## config.mk

```make
export PLATFORM = sky130hd
export DESIGN_NAME = multilevel_round_robin_scheduler_flat
export DESIGN_NICKNAME = d
export VERILOG_FILES = /design/src/mrr_pkg.sv /design/src/mrr_in_if.sv /design/src/mrr_out_if.sv /design/src/multilevel_round_robin_scheduler.sv /design/src/mrr_ctrl.sv /design/src/mrr_dp.sv /design/src/flat_wrapper.sv
export VERILOG_INCLUDE_DIRS = /design/src /design/src/src
export SDC_FILE = /design/constraint.sdc
export NUM_CORES = 2
export LEC_CHECK = 0
export ABC_CLOCK_PERIOD_IN_PS = 19500
export BUFFER_PORTS_ARGS = -buffer_cell sky130_fd_sc_hd__buf_2
export CAP_MARGIN = 10
export CORE_ASPECT_RATIO = 0.5
export CORE_MARGIN = 2
export CORE_UTILIZATION = 30
export CTS_BUF_LIST = sky130_fd_sc_hd__clkbuf_4
export DETAILED_ROUTE_END_ITERATION = 8
export SLEW_MARGIN = 20
export SYNTH_ARGS = -nofsm -noshare
export SYNTH_HDL_FRONTEND = slang
export SYNTH_SLANG_ARGS = --single-unit
```

## constraint.sdc

```tcl
create_clock -name clk -period 19.5 [get_ports clk]
set_input_delay 3.9 -clock clk [delete_from_list [all_inputs] [get_ports clk]]
set_output_delay 3.9 -clock clk [all_outputs]
set_load 0.01 [all_outputs]
```

## src/assert_macros.svh

```systemverilog
// Assertion helpers shared by the scheduler RTL.
// In synthesis builds the macros expand to nothing.
`ifndef ASSERT_MACROS_SVH
`define ASSERT_MACROS_SVH
`ifndef SYNTHESIS
`define MRR_ASSERT(lbl, clk, rst_n, prop, msg) \
  lbl: assert property (@(posedge clk) disable iff (!rst_n) prop) else $error(msg);
`define MRR_ASSERT_NEVER(lbl, clk, rst_n, expr, msg) \
  lbl: assert property (@(posedge clk) disable iff (!rst_n) !(expr)) else $error(msg);
`else
`define MRR_ASSERT(lbl, clk, rst_n, prop, msg)
`define MRR_ASSERT_NEVER(lbl, clk, rst_n, expr, msg)
`endif
`endif

```

## src/mrr_pkg.sv

```systemverilog
package mrr_pkg;

  localparam int MRR_NUM_TASKS       = 32;
  localparam int MRR_NUM_LEVELS      = 8;
  localparam int MRR_TASKS_PER_LEVEL = 32;

  typedef enum logic [1:0] {
    OP_RUN   = 2'd0,
    OP_SLEEP = 2'd1,
    OP_TICK  = 2'd2
  } op_t;

  typedef enum logic [4:0] {
    ST_CLEAR,
    ST_IDLE,
    ST_PREV,
    ST_CAP,
    ST_DECODE,
    ST_RM_RD,
    ST_RM_CMP,
    ST_RM_UPD,
    ST_SH_RD,
    ST_SH_WR,
    ST_RM_DONE,
    ST_ADD,
    ST_TWRITE,
    ST_TICK,
    ST_PICK,
    ST_NOW,
    ST_SL_RD,
    ST_REPORT
  } state_t;

  typedef enum logic [1:0] {
    LR_NOW,
    LR_IDX,
    LR_IDX1
  } lrd_sel_t;

  typedef struct packed {
    logic     clr;
    logic     load;
    logic     lrd_en;
    lrd_sel_t lrd_sel;
    logic     use_cur;
    logic     trd_now;
    logic     prev_cap;
    logic     info_cap;
    logic     i_clr;
    logic     i_inc;
    logic     wl_load;
    logic     wl_new;
    logic     rm_upd;
    logic     sh_wr;
    logic     add;
    logic     twrite;
    logic     set_pending;
    logic     pick;
    logic     tick_adv;
    logic     out_load;
  } mrr_cmd_t;

  typedef struct packed {
    logic [1:0] op;
    logic       t_ok;
    logic       running;
    logic       need_rm;
    logic       match;
    logic       scan_end;
    logic       n_zero;
    logic       sh_done;
    logic       prev_is_t;
    logic       pending;
    logic       clr_last;
    logic       out_busy;
  } mrr_sts_t;

endpackage

```

## src/mrr_in_if.sv

```systemverilog
interface mrr_in_if;
  logic       valid;
  logic       ready;
  logic [1:0] operation;
  logic [4:0] task_id;
  logic [2:0] new_level;
  logic       keep_level;
  logic [7:0] slice_ticks;

  modport source (output valid, output operation, output task_id, output new_level,
                  output keep_level, output slice_ticks, input ready);
  modport sink (input valid, input operation, input task_id, input new_level,
                input keep_level, input slice_ticks, output ready);
endinterface

```

## src/mrr_out_if.sv

```systemverilog
interface mrr_out_if;
  logic       valid;
  logic       ready;
  logic       status;
  logic [4:0] current_task;
  logic [7:0] time_slice;
  logic       dispatch;

  modport source (output valid, output status, output current_task, output time_slice,
                  output dispatch, input ready);
  modport sink (input valid, input status, input current_task, input time_slice,
                input dispatch, output ready);
endinterface

```

## src/multilevel_round_robin_scheduler.sv

```systemverilog
// The result is loaded in REPORT, once the output is free, after NOW and SL_RD; a tick
// first passes TICK, and PICK when a level pick is pending. A removal scans in RM_RD and
// RM_CMP, updates in RM_UPD, shifts in SH_RD and SH_WR and closes in RM_DONE; a run that
// lists the task anew appends it in ADD. One operation at a time: in_ch.ready rises in
// the cycle after the result is loaded. Reset: synchronous, active low; a clearing pass
// over all NUM_TASKS entries loads the task table and start lists, with in_ch.ready low.
module multilevel_round_robin_scheduler import mrr_pkg::*; #(
  parameter int NUM_TASKS       = MRR_NUM_TASKS,
  parameter int NUM_LEVELS      = MRR_NUM_LEVELS,
  parameter int TASKS_PER_LEVEL = MRR_TASKS_PER_LEVEL
) (
  input logic       clk,
  input logic       rst_n,
  mrr_in_if.sink    in_ch,
  mrr_out_if.source out_ch
);

  mrr_cmd_t cmd;
  mrr_sts_t sts;
  logic     in_ready;

  mrr_ctrl u_ctrl (
    .clk      (clk),
    .rst_n    (rst_n),
    .in_valid (in_ch.valid),
    .in_ready (in_ready),
    .sts      (sts),
    .cmd      (cmd)
  );

  mrr_dp #(
    .NUM_TASKS       (NUM_TASKS),
    .NUM_LEVELS      (NUM_LEVELS),
    .TASKS_PER_LEVEL (TASKS_PER_LEVEL)
  ) u_dp (
    .clk              (clk),
    .rst_n            (rst_n),
    .cmd              (cmd),
    .sts              (sts),
    .in_operation     (in_ch.operation),
    .in_task_id       (in_ch.task_id),
    .in_new_level     (in_ch.new_level),
    .in_keep_level    (in_ch.keep_level),
    .in_slice_ticks   (in_ch.slice_ticks),
    .out_valid        (out_ch.valid),
    .out_ready        (out_ch.ready),
    .out_status       (out_ch.status),
    .out_current_task (out_ch.current_task),
    .out_time_slice   (out_ch.time_slice),
    .out_dispatch     (out_ch.dispatch)
  );

  assign in_ch.ready = in_ready;

endmodule

```

## src/mrr_ctrl.sv

```systemverilog
`include "assert_macros.svh"

module mrr_ctrl import mrr_pkg::*; (
  input  logic     clk,
  input  logic     rst_n,
  input  logic     in_valid,
  output logic     in_ready,
  input  mrr_sts_t sts,
  output mrr_cmd_t cmd
);

  state_t state_r, state_nxt;

  always_ff @(posedge clk) begin
    if (!rst_n) begin
      state_r <= ST_CLEAR;
    end else begin
      state_r <= state_nxt;
    end
  end

  always_comb begin
    state_nxt = state_r;
    cmd       = '0;
    in_ready  = 1'b0;
    unique case (state_r)
      ST_CLEAR: begin
        cmd.clr = 1'b1;
        if (sts.clr_last) state_nxt = ST_IDLE;
      end
      ST_IDLE: begin
        in_ready = 1'b1;
        if (in_valid) begin
          cmd.load  = 1'b1;
          state_nxt = ST_PREV;
        end
      end
      ST_PREV: begin
        // Look up the task selected before this operation.
        cmd.lrd_en  = 1'b1;
        cmd.lrd_sel = LR_NOW;
        cmd.use_cur = 1'b1;
        state_nxt   = ST_CAP;
      end
      ST_CAP: begin
        cmd.prev_cap = 1'b1;
        cmd.info_cap = 1'b1;
        state_nxt    = ST_DECODE;
      end
      ST_DECODE: begin
        cmd.i_clr   = 1'b1;
        cmd.wl_load = 1'b1;
        if (sts.op == OP_RUN && sts.t_ok) begin
          cmd.wl_new = !sts.need_rm;
          if (sts.need_rm) state_nxt = ST_RM_RD;
          else if (!sts.running) state_nxt = ST_ADD;
          else state_nxt = ST_TWRITE;
        end else if (sts.op == OP_SLEEP && sts.t_ok) begin
          state_nxt = sts.running ? ST_RM_RD : ST_NOW;
        end else if (sts.op == OP_TICK) begin
          state_nxt = ST_TICK;
        end else begin
          state_nxt = ST_NOW;
        end
      end
      ST_RM_RD: begin
        if (sts.n_zero) begin
          state_nxt = ST_RM_DONE;
        end else begin
          cmd.lrd_en  = 1'b1;
          cmd.lrd_sel = LR_IDX;
          state_nxt   = ST_RM_CMP;
        end
      end
      ST_RM_CMP: begin
        if (sts.match) begin
          state_nxt = ST_RM_UPD;
        end else if (sts.scan_end) begin
          state_nxt = ST_RM_DONE;
        end else begin
          cmd.i_inc = 1'b1;
          state_nxt = ST_RM_RD;
        end
      end
      ST_RM_UPD: begin
        cmd.rm_upd = 1'b1;
        state_nxt  = ST_SH_RD;
      end
      ST_SH_RD: begin
        if (sts.sh_done) begin
          state_nxt = ST_RM_DONE;
        end else begin
          cmd.lrd_en  = 1'b1;
          cmd.lrd_sel = LR_IDX1;
          state_nxt   = ST_SH_WR;
        end
      end
      ST_SH_WR: begin
        cmd.sh_wr = 1'b1;
        cmd.i_inc = 1'b1;
        state_nxt = ST_SH_RD;
      end
      ST_RM_DONE: begin
        if (sts.op == OP_RUN) begin
          cmd.wl_load = 1'b1;
          cmd.wl_new  = 1'b1;
          state_nxt   = ST_ADD;
        end else begin
          state_nxt = ST_TWRITE;
        end
      end
      ST_ADD: begin
        cmd.add   = 1'b1;
        state_nxt = ST_TWRITE;
      end
      ST_TWRITE: begin
        cmd.twrite = 1'b1;
        if (sts.op == OP_RUN) begin
          cmd.set_pending = 1'b1;
          state_nxt       = ST_NOW;
        end else if (sts.prev_is_t) begin
          state_nxt = ST_PICK;
        end else begin
          state_nxt = ST_NOW;
        end
      end
      ST_TICK: begin
        cmd.tick_adv = 1'b1;
        cmd.use_cur  = 1'b1;
        state_nxt    = sts.pending ? ST_PICK : ST_NOW;
      end
      ST_PICK: begin
        cmd.pick  = 1'b1;
        state_nxt = ST_NOW;
      end
      ST_NOW: begin
        cmd.lrd_en  = 1'b1;
        cmd.lrd_sel = LR_NOW;
        cmd.use_cur = 1'b1;
        state_nxt   = ST_SL_RD;
      end
      ST_SL_RD: begin
        cmd.trd_now = 1'b1;
        state_nxt   = ST_REPORT;
      end
      ST_REPORT: begin
        cmd.trd_now = 1'b1;
        if (!sts.out_busy) begin
          cmd.out_load = 1'b1;
          state_nxt    = ST_IDLE;
        end
      end
      default: begin
        state_nxt = ST_CLEAR;
      end
    endcase
  end

  `MRR_ASSERT(a_ctrl_load_free, clk, rst_n, cmd.out_load |-> !sts.out_busy, "result overwritten")
  `MRR_ASSERT(a_ctrl_upd_match, clk, rst_n, (state_r == ST_RM_UPD) |-> $past(sts.match), "removal without match")
  `MRR_ASSERT(a_ctrl_accept, clk, rst_n, (in_valid && in_ready) |=> (state_r == ST_PREV), "accepted beat not started")

endmodule

```

## src/mrr_dp.sv

```systemverilog
`include "assert_macros.svh"

module mrr_dp import mrr_pkg::*; #(
  parameter int NUM_TASKS       = MRR_NUM_TASKS,
  parameter int NUM_LEVELS      = MRR_NUM_LEVELS,
  parameter int TASKS_PER_LEVEL = MRR_TASKS_PER_LEVEL
) (
  input  logic       clk,
  input  logic       rst_n,
  input  mrr_cmd_t   cmd,
  output mrr_sts_t   sts,
  input  logic [1:0] in_operation,
  input  logic [4:0] in_task_id,
  input  logic [2:0] in_new_level,
  input  logic       in_keep_level,
  input  logic [7:0] in_slice_ticks,
  output logic       out_valid,
  input  logic       out_ready,
  output logic       out_status,
  output logic [4:0] out_current_task,
  output logic [7:0] out_time_slice,
  output logic       out_dispatch
);

  localparam int TW  = $clog2(NUM_TASKS);
  localparam int LW  = $clog2(NUM_LEVELS);
  localparam int CLW = $clog2(NUM_LEVELS + 1);
  localparam int CW  = $clog2(TASKS_PER_LEVEL + 1);
  localparam int PW  = $clog2(TASKS_PER_LEVEL);
  localparam int AW  = $clog2(NUM_LEVELS * TASKS_PER_LEVEL);
  localparam int LDEPTH = NUM_LEVELS * TASKS_PER_LEVEL;
  // Reset places of task 0 and the idle task in their lists.
  localparam int INIT0_ADDR = TASKS_PER_LEVEL;
  localparam int INIT1_ADDR = (NUM_LEVELS - 1) * TASKS_PER_LEVEL + ((NUM_LEVELS == 2) ? 1 : 0);

  // Latched operation.
  logic [1:0]    op_r;
  logic [TW-1:0] t_r;
  logic          t_ok_r;
  logic [2:0]    nl_r;
  logic          keep_r;
  logic [7:0]    sl_r;

  // Task table entry of t_r.
  logic          irun_r;
  logic [LW-1:0] ilvl_r;
  logic [7:0]    isl_r;

  logic [LW-1:0]  wl_r;
  logic [CW-1:0]  i_r;
  logic           add_ok_r;
  logic [CLW-1:0] cur_r;
  logic           pend_r;
  logic [TW-1:0]  prev_r;
  logic           pnone_r;
  logic [TW-1:0]  lrd_r;
  logic           nn_r;
  logic [TW-1:0]  clr_r;
  logic [CW-1:0]  cnt_r [NUM_LEVELS];
  logic [PW-1:0]  pos_r [NUM_LEVELS];

  logic           trun_m [NUM_TASKS];
  logic [LW-1:0]  tlvl_m [NUM_TASKS];
  logic [7:0]     tsl_m  [NUM_TASKS];
  logic [TW-1:0]  lmem   [LDEPTH];
  logic           trun_q;
  logic [LW-1:0]  tlvl_q;
  logic [7:0]     tsl_q;

  logic           out_valid_r;
  logic           out_status_r;
  logic [4:0]     out_task_r;
  logic [7:0]     out_slice_r;
  logic           out_disp_r;

  logic           cur_ok;
  logic [LW-1:0]  lv_sel;
  logic [CW-1:0]  cnt_s;
  logic [PW-1:0]  pos_s;
  logic [LW-1:0]  lv_sat;
  logic [LW-1:0]  lv_new;
  logic           need_rm;
  logic [AW-1:0]  base;
  logic [AW-1:0]  lra;
  logic           lwe;
  logic [AW-1:0]  lwa;
  logic [TW-1:0]  lwd;
  logic           room;
  logic           twe;
  logic [TW-1:0]  twa;
  logic           twd_run;
  logic [LW-1:0]  twd_lvl;
  logic [7:0]     twd_sl;
  logic [TW-1:0]  tra;
  logic [CW-1:0]  n1;
  logic [CW-1:0]  p0;
  logic [CW-1:0]  p1;
  logic [CW-1:0]  p2;
  logic [CW-1:0]  pinc;
  logic [CW-1:0]  ptick;
  logic [CLW-1:0] pick_lv;
  logic           same_task;
  logic           tick_disp;
  logic           disp;

  assign cur_ok  = int'(cur_r) < NUM_LEVELS;
  assign lv_sel  = cmd.use_cur ? (cur_ok ? LW'(cur_r) : '0) : wl_r;
  assign cnt_s   = cnt_r[lv_sel];
  assign pos_s   = pos_r[lv_sel];
  assign lv_sat  = (int'(nl_r) >= NUM_LEVELS) ? LW'(NUM_LEVELS - 1) : LW'(nl_r);
  assign lv_new  = keep_r ? ilvl_r : lv_sat;
  assign need_rm = irun_r && (ilvl_r != lv_new);
  assign base    = AW'(lv_sel) * AW'(TASKS_PER_LEVEL);
  assign room    = cnt_s < CW'(TASKS_PER_LEVEL);

  always_comb begin
    case (cmd.lrd_sel)
      LR_NOW:  lra = base + AW'(pos_s);
      LR_IDX:  lra = base + AW'(i_r);
      LR_IDX1: lra = base + AW'(i_r) + AW'(1);
      default: lra = base;
    endcase
  end

  always_comb begin
    lwe = 1'b0;
    lwa = base + AW'(i_r);
    lwd = lrd_r;
    if (cmd.clr) begin
      lwe = (clr_r == TW'(0)) || (clr_r == TW'(1));
      lwa = (clr_r == TW'(0)) ? AW'(INIT0_ADDR) : AW'(INIT1_ADDR);
      lwd = clr_r;
    end else if (cmd.sh_wr) begin
      lwe = 1'b1;
    end else if (cmd.add) begin
      lwe = room;
      lwa = base + AW'(cnt_s);
      lwd = t_r;
    end
  end

  always_ff @(posedge clk) begin
    if (lwe) lmem[lwa] <= lwd;
    if (cmd.lrd_en) lrd_r <= lmem[lra];
  end

  always_comb begin
    twe     = cmd.clr || cmd.twrite;
    twa     = cmd.clr ? clr_r : t_r;
    twd_run = 1'b0;
    twd_lvl = ilvl_r;
    twd_sl  = isl_r;
    if (cmd.clr) begin
      twd_run = clr_r < TW'(2);
      twd_lvl = (clr_r == TW'(0)) ? LW'(1) :
                (clr_r == TW'(1)) ? LW'(NUM_LEVELS - 1) : '0;
      twd_sl  = (clr_r < TW'(2)) ? 8'd1 : 8'd0;
    end else if (op_r == OP_RUN) begin
      twd_run = add_ok_r || (irun_r && !need_rm);
      twd_lvl = lv_new;
      twd_sl  = (sl_r != 8'd0) ? sl_r : isl_r;
    end
  end

  assign tra = cmd.trd_now ? lrd_r : t_r;

  always_ff @(posedge clk) begin
    if (twe) begin
      trun_m[twa] <= twd_run;
      tlvl_m[twa] <= twd_lvl;
      tsl_m[twa]  <= twd_sl;
    end
    trun_q <= trun_m[tra];
    tlvl_q <= tlvl_m[tra];
    tsl_q  <= tsl_m[tra];
  end

  // Removal: the count drops and the rotating position follows the entry it pointed at.
  assign n1    = cnt_s - CW'(1);
  assign p0    = CW'(pos_s);
  assign p1    = (i_r < p0) ? (p0 - CW'(1)) : p0;
  assign p2    = (p1 >= n1) ? '0 : p1;
  assign pinc  = p0 + CW'(1);
  assign ptick = (pinc >= cnt_s) ? '0 : pinc;

  always_comb begin
    pick_lv = CLW'(NUM_LEVELS);
    for (int k = NUM_LEVELS - 1; k >= 0; k--) begin
      if (cnt_r[k] != '0) pick_lv = CLW'(k);
    end
  end

  always_ff @(posedge clk) begin
    if (!rst_n) begin
      for (int k = 0; k < NUM_LEVELS; k++) begin
        cnt_r[k] <= CW'(int'(k == 1) + int'(k == NUM_LEVELS - 1));
        pos_r[k] <= '0;
      end
      cur_r       <= CLW'(1);
      pend_r      <= 1'b0;
      clr_r       <= '0;
      out_valid_r <= 1'b0;
    end else begin
      if (cmd.clr) clr_r <= clr_r + TW'(1);
      if (cmd.rm_upd) begin
        cnt_r[lv_sel] <= n1;
        pos_r[lv_sel] <= PW'(p2);
      end
      if (cmd.add && room) cnt_r[lv_sel] <= cnt_s + CW'(1);
      if (cmd.tick_adv && cur_ok) pos_r[lv_sel] <= PW'(ptick);
      if (cmd.set_pending) pend_r <= 1'b1;
      if (cmd.pick) begin
        cur_r  <= pick_lv;
        pend_r <= 1'b0;
      end
      if (cmd.out_load) out_valid_r <= 1'b1;
      else if (out_ready) out_valid_r <= 1'b0;
    end
  end

  always_ff @(posedge clk) begin
    if (cmd.load) begin
      op_r     <= in_operation;
      t_ok_r   <= int'(in_task_id) < NUM_TASKS;
      t_r      <= TW'(in_task_id);
      nl_r     <= in_new_level;
      keep_r   <= in_keep_level;
      sl_r     <= in_slice_ticks;
      add_ok_r <= 1'b0;
    end else if (cmd.add) begin
      add_ok_r <= room;
    end
    if (cmd.lrd_en && cmd.lrd_sel == LR_NOW) nn_r <= !cur_ok || (cnt_s == '0);
    if (cmd.prev_cap) begin
      prev_r  <= lrd_r;
      pnone_r <= nn_r;
    end
    if (cmd.info_cap) begin
      irun_r <= trun_q;
      ilvl_r <= tlvl_q;
      isl_r  <= tsl_q;
    end
    if (!rst_n) wl_r <= '0;
    else if (cmd.wl_load) wl_r <= cmd.wl_new ? lv_new : ilvl_r;
    if (cmd.i_clr) i_r <= '0;
    else if (cmd.i_inc) i_r <= i_r + CW'(1);
  end

  assign same_task = (nn_r == pnone_r) && (nn_r || (lrd_r == prev_r));
  assign tick_disp = !same_task ||
                     ((int'(cur_r) != 1) && (int'(cur_r) < TASKS_PER_LEVEL));

  always_comb begin
    case (op_r)
      OP_SLEEP: disp = t_ok_r && irun_r && sts.prev_is_t;
      OP_TICK:  disp = tick_disp;
      default:  disp = 1'b0;
    endcase
  end

  always_ff @(posedge clk) begin
    if (cmd.out_load) begin
      out_status_r <= nn_r;
      out_task_r   <= nn_r ? 5'd0 : 5'(lrd_r);
      out_slice_r  <= nn_r ? 8'd0 : tsl_q;
      out_disp_r   <= !nn_r && disp;
    end
  end

  assign out_valid        = out_valid_r;
  assign out_status       = out_status_r;
  assign out_current_task = out_task_r;
  assign out_time_slice   = out_slice_r;
  assign out_dispatch     = out_disp_r;

  always_comb begin
    sts.op        = op_r;
    sts.t_ok      = t_ok_r;
    sts.running   = irun_r;
    sts.need_rm   = need_rm;
    sts.match     = lrd_r == t_r;
    sts.scan_end  = ({1'b0, i_r} + {{CW{1'b0}}, 1'b1}) >= {1'b0, cnt_s};
    sts.n_zero    = cnt_s == '0;
    sts.sh_done   = i_r >= cnt_s;
    sts.prev_is_t = !pnone_r && (prev_r == t_r);
    sts.pending   = pend_r;
    sts.clr_last  = clr_r == TW'(NUM_TASKS - 1);
    sts.out_busy  = out_valid_r && !out_ready;
  end

  `MRR_ASSERT_NEVER(a_dp_cnt_bound, clk, rst_n, cnt_s > CW'(TASKS_PER_LEVEL), "level count above list size")
  `MRR_ASSERT(a_dp_pos_range, clk, rst_n, (cnt_s == '0) || (p0 < cnt_s), "position outside level list")
  `MRR_ASSERT(a_dp_shift_live, clk, rst_n, cmd.sh_wr |-> (i_r < cnt_s), "shift outside live entries")

endmodule
```

## src/flat_wrapper.sv

```systemverilog
// flat-port wrapper written by rule: the top's interface ports become plain ports
module multilevel_round_robin_scheduler_flat import mrr_pkg::*;
#(
  parameter int NUM_TASKS       = MRR_NUM_TASKS,
  parameter int NUM_LEVELS      = MRR_NUM_LEVELS,
  parameter int TASKS_PER_LEVEL = MRR_TASKS_PER_LEVEL
)
  (clk, rst_n, in_ch_valid, in_ch_operation, in_ch_task_id, in_ch_new_level, in_ch_keep_level, in_ch_slice_ticks, in_ch_ready, out_ch_valid, out_ch_status, out_ch_current_task, out_ch_time_slice, out_ch_dispatch, out_ch_ready);
  mrr_in_if in_ch_i ();
  mrr_out_if out_ch_i ();
  input logic clk;
  input logic rst_n;
  input wire logic [$bits(in_ch_i.valid)-1:0] in_ch_valid;
  input wire logic [$bits(in_ch_i.operation)-1:0] in_ch_operation;
  input wire logic [$bits(in_ch_i.task_id)-1:0] in_ch_task_id;
  input wire logic [$bits(in_ch_i.new_level)-1:0] in_ch_new_level;
  input wire logic [$bits(in_ch_i.keep_level)-1:0] in_ch_keep_level;
  input wire logic [$bits(in_ch_i.slice_ticks)-1:0] in_ch_slice_ticks;
  output wire logic [$bits(in_ch_i.ready)-1:0] in_ch_ready;
  output wire logic [$bits(out_ch_i.valid)-1:0] out_ch_valid;
  output wire logic [$bits(out_ch_i.status)-1:0] out_ch_status;
  output wire logic [$bits(out_ch_i.current_task)-1:0] out_ch_current_task;
  output wire logic [$bits(out_ch_i.time_slice)-1:0] out_ch_time_slice;
  output wire logic [$bits(out_ch_i.dispatch)-1:0] out_ch_dispatch;
  input wire logic [$bits(out_ch_i.ready)-1:0] out_ch_ready;
  assign in_ch_i.valid = in_ch_valid;
  assign in_ch_i.operation = in_ch_operation;
  assign in_ch_i.task_id = in_ch_task_id;
  assign in_ch_i.new_level = in_ch_new_level;
  assign in_ch_i.keep_level = in_ch_keep_level;
  assign in_ch_i.slice_ticks = in_ch_slice_ticks;
  assign in_ch_ready = in_ch_i.ready;
  assign out_ch_valid = out_ch_i.valid;
  assign out_ch_status = out_ch_i.status;
  assign out_ch_current_task = out_ch_i.current_task;
  assign out_ch_time_slice = out_ch_i.time_slice;
  assign out_ch_dispatch = out_ch_i.dispatch;
  assign out_ch_i.ready = out_ch_ready;
  multilevel_round_robin_scheduler #(.NUM_TASKS(NUM_TASKS), .NUM_LEVELS(NUM_LEVELS), .TASKS_PER_LEVEL(TASKS_PER_LEVEL)) u_core (.clk(clk), .rst_n(rst_n), .in_ch(in_ch_i), .out_ch(out_ch_i));
endmodule
```

==> Yosys cells after proc, flatten, opt, wreduce, memory -nomap -nowiden <==
Memories as Yosys holds them, arrays and structs flattened. A register that Yosys moved wholly into a read port is not among the register bits.
Cells that the tools add are included.
{ "word_totals": {"regBits": 79, "latchBits": 0, "mem_bits_rw": 1752, "romBits": 0, "word_cells": 235, "memories": 6} }
{ "op_classes": {"add_sub_neg": 11, "mul": 0, "div": 0, "magnitude_cmp": 8, "n_eq_ne": 32, "shifts": 0, "muxes": 107, "bitwise_logic": 3, "n_reduce_logical": 45} }
{ "memory_table": {"columns": ["name", "depth", "width", "read_ports", "rd_ports_with_merged_regs", "write_ports", "line_no", "rtl"], "rows": [
  ["u_core.u_dp.lmem", 256, 5, 1, 1, 1, "mrr_dp.sv:65", "logic [TW-1:0] lmem [LDEPTH];"],
  ["u_core.u_dp.tsl_m", 32, 8, 1, 1, 1, "mrr_dp.sv:64", "logic [7:0] tsl_m [NUM_TASKS];"],
  ["u_core.u_dp.tlvl_m", 32, 3, 1, 1, 1, "mrr_dp.sv:63", "logic [LW-1:0] tlvl_m [NUM_TASKS];"],
  ["u_core.u_dp.cnt_r", 8, 6, 9, 0, 8, "mrr_dp.sv:59", "logic [CW-1:0] cnt_r [NUM_LEVELS];"],
  ["u_core.u_dp.pos_r", 8, 5, 1, 0, 8, "mrr_dp.sv:60", "logic [PW-1:0] pos_r [NUM_LEVELS];"],
  ["u_core.u_dp.trun_m", 32, 1, 1, 1, 1, "mrr_dp.sv:62", "logic trun_m [NUM_TASKS];"]
]} }
{ "op_table": {"columns": ["op", "count"], "rows": [
  ["5-bit case mux with 17 select lines", 1],
  ["5-bit 2-to-1 mux", 16],
  ["8-bit 2-to-1 mux", 7],
  ["4-bit 2-to-1 mux", 12],
  ["6-bit nonzero test", 8],
  ["1-bit 2-to-1 mux", 44],
  ["3-bit 2-to-1 mux", 14],
  ["5-bit by 4-bit equality test with 1-bit output, second input constant", 8],
  ["8-bit case mux with 3 select lines", 1],
  ["5-bit by 3-bit equality test with 1-bit output, second input constant", 4],
  ["6-bit >= comparator", 3],
  ["6-bit 2-to-1 mux", 3],
  ["8-bit by 6-bit adder with 8-bit output", 2],
  ["5-bit equality test", 3],
  ["5-bit equality test, second input constant", 3],
  ["6-bit by 1-bit adder with 6-bit output, second input constant", 2],
  ["5-bit by 1-bit equality test with 1-bit output, second input constant", 2],
  ["5-bit by 2-bit equality test with 1-bit output, second input constant", 2],
  ["1-bit logical AND", 10],
  ["5-bit logical NOT", 2],
  ["2-bit 2-to-1 mux", 5],
  ["3-bit case mux with 3 select lines", 1],
  ["8-bit by 1-bit adder with 8-bit output, second input constant", 1],
  ["8-bit by 5-bit adder with 8-bit output", 1],
  ["32 further kinds", 51]
]} }

==> Depth between registers and ports, before layout <==
An unclocked memory read counts as a cell.
{ "depth": {"word_depth": 13, "ltp_mapped": 30} }

==> Hierarchy <==
Synthesis repeated with hierarchy kept, for this count alone.
{ "hier_totals": {"hier_cells": 5967, "hier_area_um2": 78197.5} }
{ "modules_own_cells": {"columns": ["module", "n_inst", "cells_per_inst", "area_per_inst_um2", "seq_area_each_um2"], "rows": [
  ["mrr_dp", 1, 5850, 77443.0, 55012.8],
  ["mrr_ctrl", 1, 117, 754.5, 100.1]
]} }

==> Worst setup path before layout <==
No wires, ideal clock.
{ "synth_path": {"path_kind": "reg-to-reg", "from": "reg u_core.u_ctrl.state_r[3]", "to": "mem u_core.u_dp.lmem[0][4] in the netlist's numbering, data pin", "setup_ns": 2.187, "t_arrival_ns": 11.415, "required_ns": 17.313, "path_slack_ns": 5.898, "stages_incl_launch_ff": 7, "path_buffers": 2, "synth_period_minus_slack_ns": 13.602, "cell_sequence": "dfxtp_1 clkbuf_1 nand2_1 nor3_1 clkbuf_1 mux2i_1 o21ai_0"} }
{ "synth_between": {"elab_chain_len": 5} }
{ "synth_lines": {"columns": ["item", "line_no", "rtl"], "rows": [
  ["start, declared", "mrr_ctrl.sv:12", "state_t state_r, state_nxt;"],
  ["start signal, assigned", "mrr_ctrl.sv:18", "state_r <= state_nxt;"],
  ["5-bit by 4-bit equality test with 1-bit output", "mrr_ctrl.sv:26", "unique case (state_r)"],
  ["1-bit 2-to-1 mux", "mrr_ctrl.sv:26", null],
  ["5-bit 2-to-1 mux", "mrr_dp.sv:135", "end else if (cmd.add) begin"],
  ["5-bit 2-to-1 mux", "mrr_dp.sv:133", "end else if (cmd.sh_wr) begin"],
  ["5-bit 2-to-1 mux (*)", "mrr_dp.sv:129", "if (cmd.clr) begin"],
  ["via u_core.u_dp.lwd[4]", "mrr_dp.sv:87", "logic [TW-1:0] lwd;"],
  ["end, declared", "mrr_dp.sv:65", null]
]} }
The timed path passes the listed nets; every way through them passes the cells marked *.

==> Worst setup path in the final report <==
{ "layout_path": {"from": "reg u_core.u_ctrl.state_r[1]", "to": "reg u_core.u_dp.lrd_r[1], read port of u_core.u_dp.lmem, data pin"} }
{ "layout_between": {"elab_chain_len": 10} }
{ "layout_lines": {"columns": ["item", "line_no", "rtl"], "rows": [
  ["5-bit by 4-bit equality test with 1-bit output / 5-bit by 2-bit equality test with 1-bit output (equally long branches)", "mrr_ctrl.sv:26", null],
  ["3-bit OR reduction (no line)", null, null],
  ["1-bit 2-to-1 mux", "mrr_ctrl.sv:26", null],
  ["3-bit 2-to-1 mux", "mrr_dp.sv:107", "assign lv_sel = cmd.use_cur ? (cur_ok ? LW'(cur_r) : '0) : wl_r;"],
  ["memory read 8 x 6 bit", null, null],
  ["6-bit >= comparator / 6-bit logical NOT (equally long branches)", "mrr_dp.sv:284, mrr_dp.sv:283", null],
  ["3-bit 2-to-1 mux (on tied branches)", "mrr_ctrl.sv:90, mrr_ctrl.sv:67", null],
  ["3-bit case mux with 3 select lines", "mrr_ctrl.sv:26", null],
  ["2-bit equality test (tied with other cells)", "mrr_dp.sv:117", "case (cmd.lrd_sel)"],
  ["8-bit case mux with 3 select lines", "mrr_dp.sv:117", null],
  ["end, declared", "mrr_dp.sv:56", "logic [TW-1:0] lrd_r;"]
]} }
Parallel ways exist; a longest one is shown, timed or not.
A chain may end at the register's enable or synchronous reset.

==> out/metrics.csv <==
metric,value,unit
Synth Register Bits,1848,
FMAX,102.9,MHz
initial antenna violation count,10,
cts bufs inserted,459,
RD Place Congestion,0.8953,
postcts setup bufs,0,
CP bufs+invs,5,
fin crit share,49.82,%
# clock sinks,1848,
via count,49970,
"Req. time, crit path",20.68,ns
final cell count without fillers,9620,
Hold Path Class,register to register,
count of different cell masters after synthesis,91,
port bufs,39,
"Cell Area, Synth",76860,um^2
RR Endpoint,u_core.u_dp.lrd_r[1],
most frequent CP cell,buf_4,
critical path startpoint,u_core.u_ctrl.state_r[1],
clock-pin slew on the worst setup and hold paths,0.07,ns
DR DRC count,0,
crit end category,register,
Max-Slew Margin vs Limit,19.82,%
r2r setup slk,9.79,ns
CTS-repair resized insts,0,
Hold WS,0.3933,ns
CP top delay family,simple AND/OR/NAND/NOR gates,
slowest CP cell,dfxtp_1,
"Hold-fix buffers, CTS",0,
core area,254900,um^2
wire per inst,22.28,um
Die H,361.9,um
critical path's largest stage delay,0.85,ns
setup_tns,0,ns
minimum clock period,9.714,ns
Pleak,0.02841,uW
Initial Utilization,30.16,%
Max-Cap Viols,0,
"Cell Area, Placed",80750,um^2
Fin. Hold Viols,0,
htree depth,5,
Critical Path AT,10.90,ns
router iterations before antenna repair,6,
clk buf depth,4,
FF-to-FF path depth,24,
Peak VDD IR,0.3714,mV
Root Driver,clkbuf_4,
die area,260500,um^2
Worst-Skew Late Latency,1.40,ns
Worst Tran Pin Value,1.190,ns
worst reg2reg path startpoint,u_core.u_ctrl.state_r[1],
layout cells sized above 1,16.08,%
# rows,131,
final number of setup-violating endpoints,0,
synthesized net count,5768,
total routed wirelength,214300,um
Synth async-reset ratio,0,%
RSZ-0062 raised after global routing,no,
worst setup path class,register to register,
Setup crit start kind,register,
Avg Inst Size Synth,13.48,um^2
crit path cell chain,or4b_1 -> o211a_4 -> nor2_8 -> inv_4 -> mux2i_1 -> a32o_1 -> nor2_1 -> inv_1 -> ha_1 -> o2111ai_1 -> o21ai_0 -> or4_1 -> a21oi_1 -> a31oi_4 -> buf_4 -> and2_4 -> buf_4 -> buf_4 -> nand2_1 -> a311oi_1 -> a31oi_1 -> a211oi_1 -> nand4_1 -> nand4_1,
max-slew violations,0,
pwr/cell area,168.0,nW/um^2
largest fanout on the critical path,62,
Post-Synthesis Cells,5701,
synth-to-layout area growth,12.16,%
"Primary FF master, synth",edfxtp_1,
crit path to,u_core.u_dp.lrd_r[1],
first-pass GRT wire length,315600,um
yosys warns,0,
Tot Pwr,14480,uW
DR iter-0 viols,5886,
largest net degree at the start of global routing,210,
CTS tree,built,
outcome,finished clean,
nets@finish,5992,
clk_skew,0.1353,ns
cell area after layout,86210,um^2
Tot GR Track Use,15.88,%
HPWL Detailed,122500,um
IO Pins,40,
register area share after synthesis,71.70,%
vias in the first global route,48560,
Detail Route Antenna Nets,0,
Vias per Instance,5.195,
overall die width,719.8,um
Post-synth EDFFs,1810,
Worst path depth,24,
Placed Cells,8855,
Overflow after GRT,0,
[final cells by class]
type | count | area [um^2]
fillers | 25000 | 168700
flip-flops and latches | 1848 | 55110
multi-input cells | 3443 | 20220
clock buffers | 657 | 4932
well taps | 3391 | 4243
repair buffers | 145 | 1104
clock inverters | 99 | 470.5
inverters | 28 | 107.6
diodes | 9 | 22.52
[cell families after synthesis]
group	after synthesis	synth area share, %
XOR/XNOR	42	0.4786
multiplexers	159	3.669
buffers and inverters	410	2.370
flip-flops	1848	71.70
AND/OR/NAND/NOR	2340	13.34
AO/OA/AOI/OAI	858	7.721
adder cells (fa/ha/maj)	44	0.7162
[stage by stage]
step                      setup WS, ns  utilization (%)
after floorplan                  5.898                -
after global placement           9.983            31.68
after detailed placement         9.968            31.68
after CTS                        9.943            33.80
after global routing             9.373            33.83
final                            9.786            33.83
[synth_stat cells (15+ instances only)]
cell type / n / area (um^2)
edfxtp_1: 1810 / 54350
and2_1: 15 / 93.84
nor3_1: 32 / 160.2
a31oi_1: 82 / 513.0
a21oi_1: 188 / 940.9
a21boi_0: 22 / 165.2
ha_1: 44 / 550.5
nor4_1: 59 / 369.1
and3_1: 185 / 1157
o22ai_1: 27 / 168.9
buf_2: 101 / 505.5
mux2i_1: 53 / 530.5
nand2_1: 1155 / 4335
clkbuf_1: 228 / 855.8
a211oi_1: 197 / 1479
xnor2_1: 28 / 245.2
nor2_1: 451 / 1693
mux4_2: 96 / 2162
nand2b_1: 17 / 106.4
nor2b_1: 31 / 193.9
buf_4: 15 / 112.6
inv_1: 25 / 93.84
a311oi_1: 131 / 1147
buf_1: 25 / 93.84
dfxtp_1: 38 / 760.7
nand3_1: 317 / 1587
nand4_1: 41 / 256.5
o21ai_0: 92 / 460.4
[cells in the final DEF (no fill, tap or decap), drive strengths merged, types with 103 or more instances in the layout]
cell    instances
a311oi        131
nor2          452
a21oi         188
clkbuf        657
o21ai         103
and3          185
nand2        1156
nand3         317
buf           145
a211oi        199
edfxtp       1810
[worst min-delay path by stage]
stage | endpoint | slack, ns | cells past startpoint | startpoint
after detailed placement | u_core.u_dp.ilvl_r[0] | 0.39 | 0 | u_core.u_dp.tlvl_q[0]
after floorplan | u_core.u_dp.ilvl_r[0] | 0.39 | 0 | u_core.u_dp.tlvl_q[0]
after CTS | u_core.u_dp.irun_r | 0.40 | 0 | u_core.u_dp.trun_q
final | u_core.u_dp.ilvl_r[1] | 0.39 | 0 | u_core.u_dp.tlvl_q[1]
after global placement | u_core.u_dp.irun_r | 0.39 | 0 | u_core.u_dp.trun_q
after global routing | u_core.u_dp.ilvl_r[0] | 0.41 | 0 | u_core.u_dp.tlvl_q[0]
[power breakdown]
| group | leakage, uW | total [uW] | switching [uW] | internal (uW) |
|---|---|---|---|---|
| Combinational | 0.00830 | 5810 | 4450 | 1360 |
| Clock | 0.00323 | 3090 | 1520 | 1570 |
| Sequential | 0.0169 | 5590 | 111 | 5480 |
[layer usage]
layer | up-vias | global-route usage, % | routed length (um)
met5 | - | 0 | 33
met4 | 6 | 4.953 | 5132
met3 | 373 | 3.321 | 19240
met2 | 2385 | 25.35 | 99750
met1 | 24910 | 21.75 | 90170
li1 | 22300 | - | -
[state kept, by name, summed over array words and instances, names as in the netlist, 6 cells and up]
register                    cells
u_core.u_dp.pos_r              40
u_core.u_dp.i_r                 6
u_core.u_dp.out_time_slice      8
u_core.u_dp.tlvl_m             96
u_core.u_dp.isl_r               8
u_core.u_dp.lmem             1280
u_core.u_dp.trun_m             32
u_core.u_dp.tsl_q               8
u_core.u_dp.sl_r                8
u_core.u_dp.cnt_r              48
u_core.u_dp.tsl_m             256
Power figures use the tool's default switching activity.
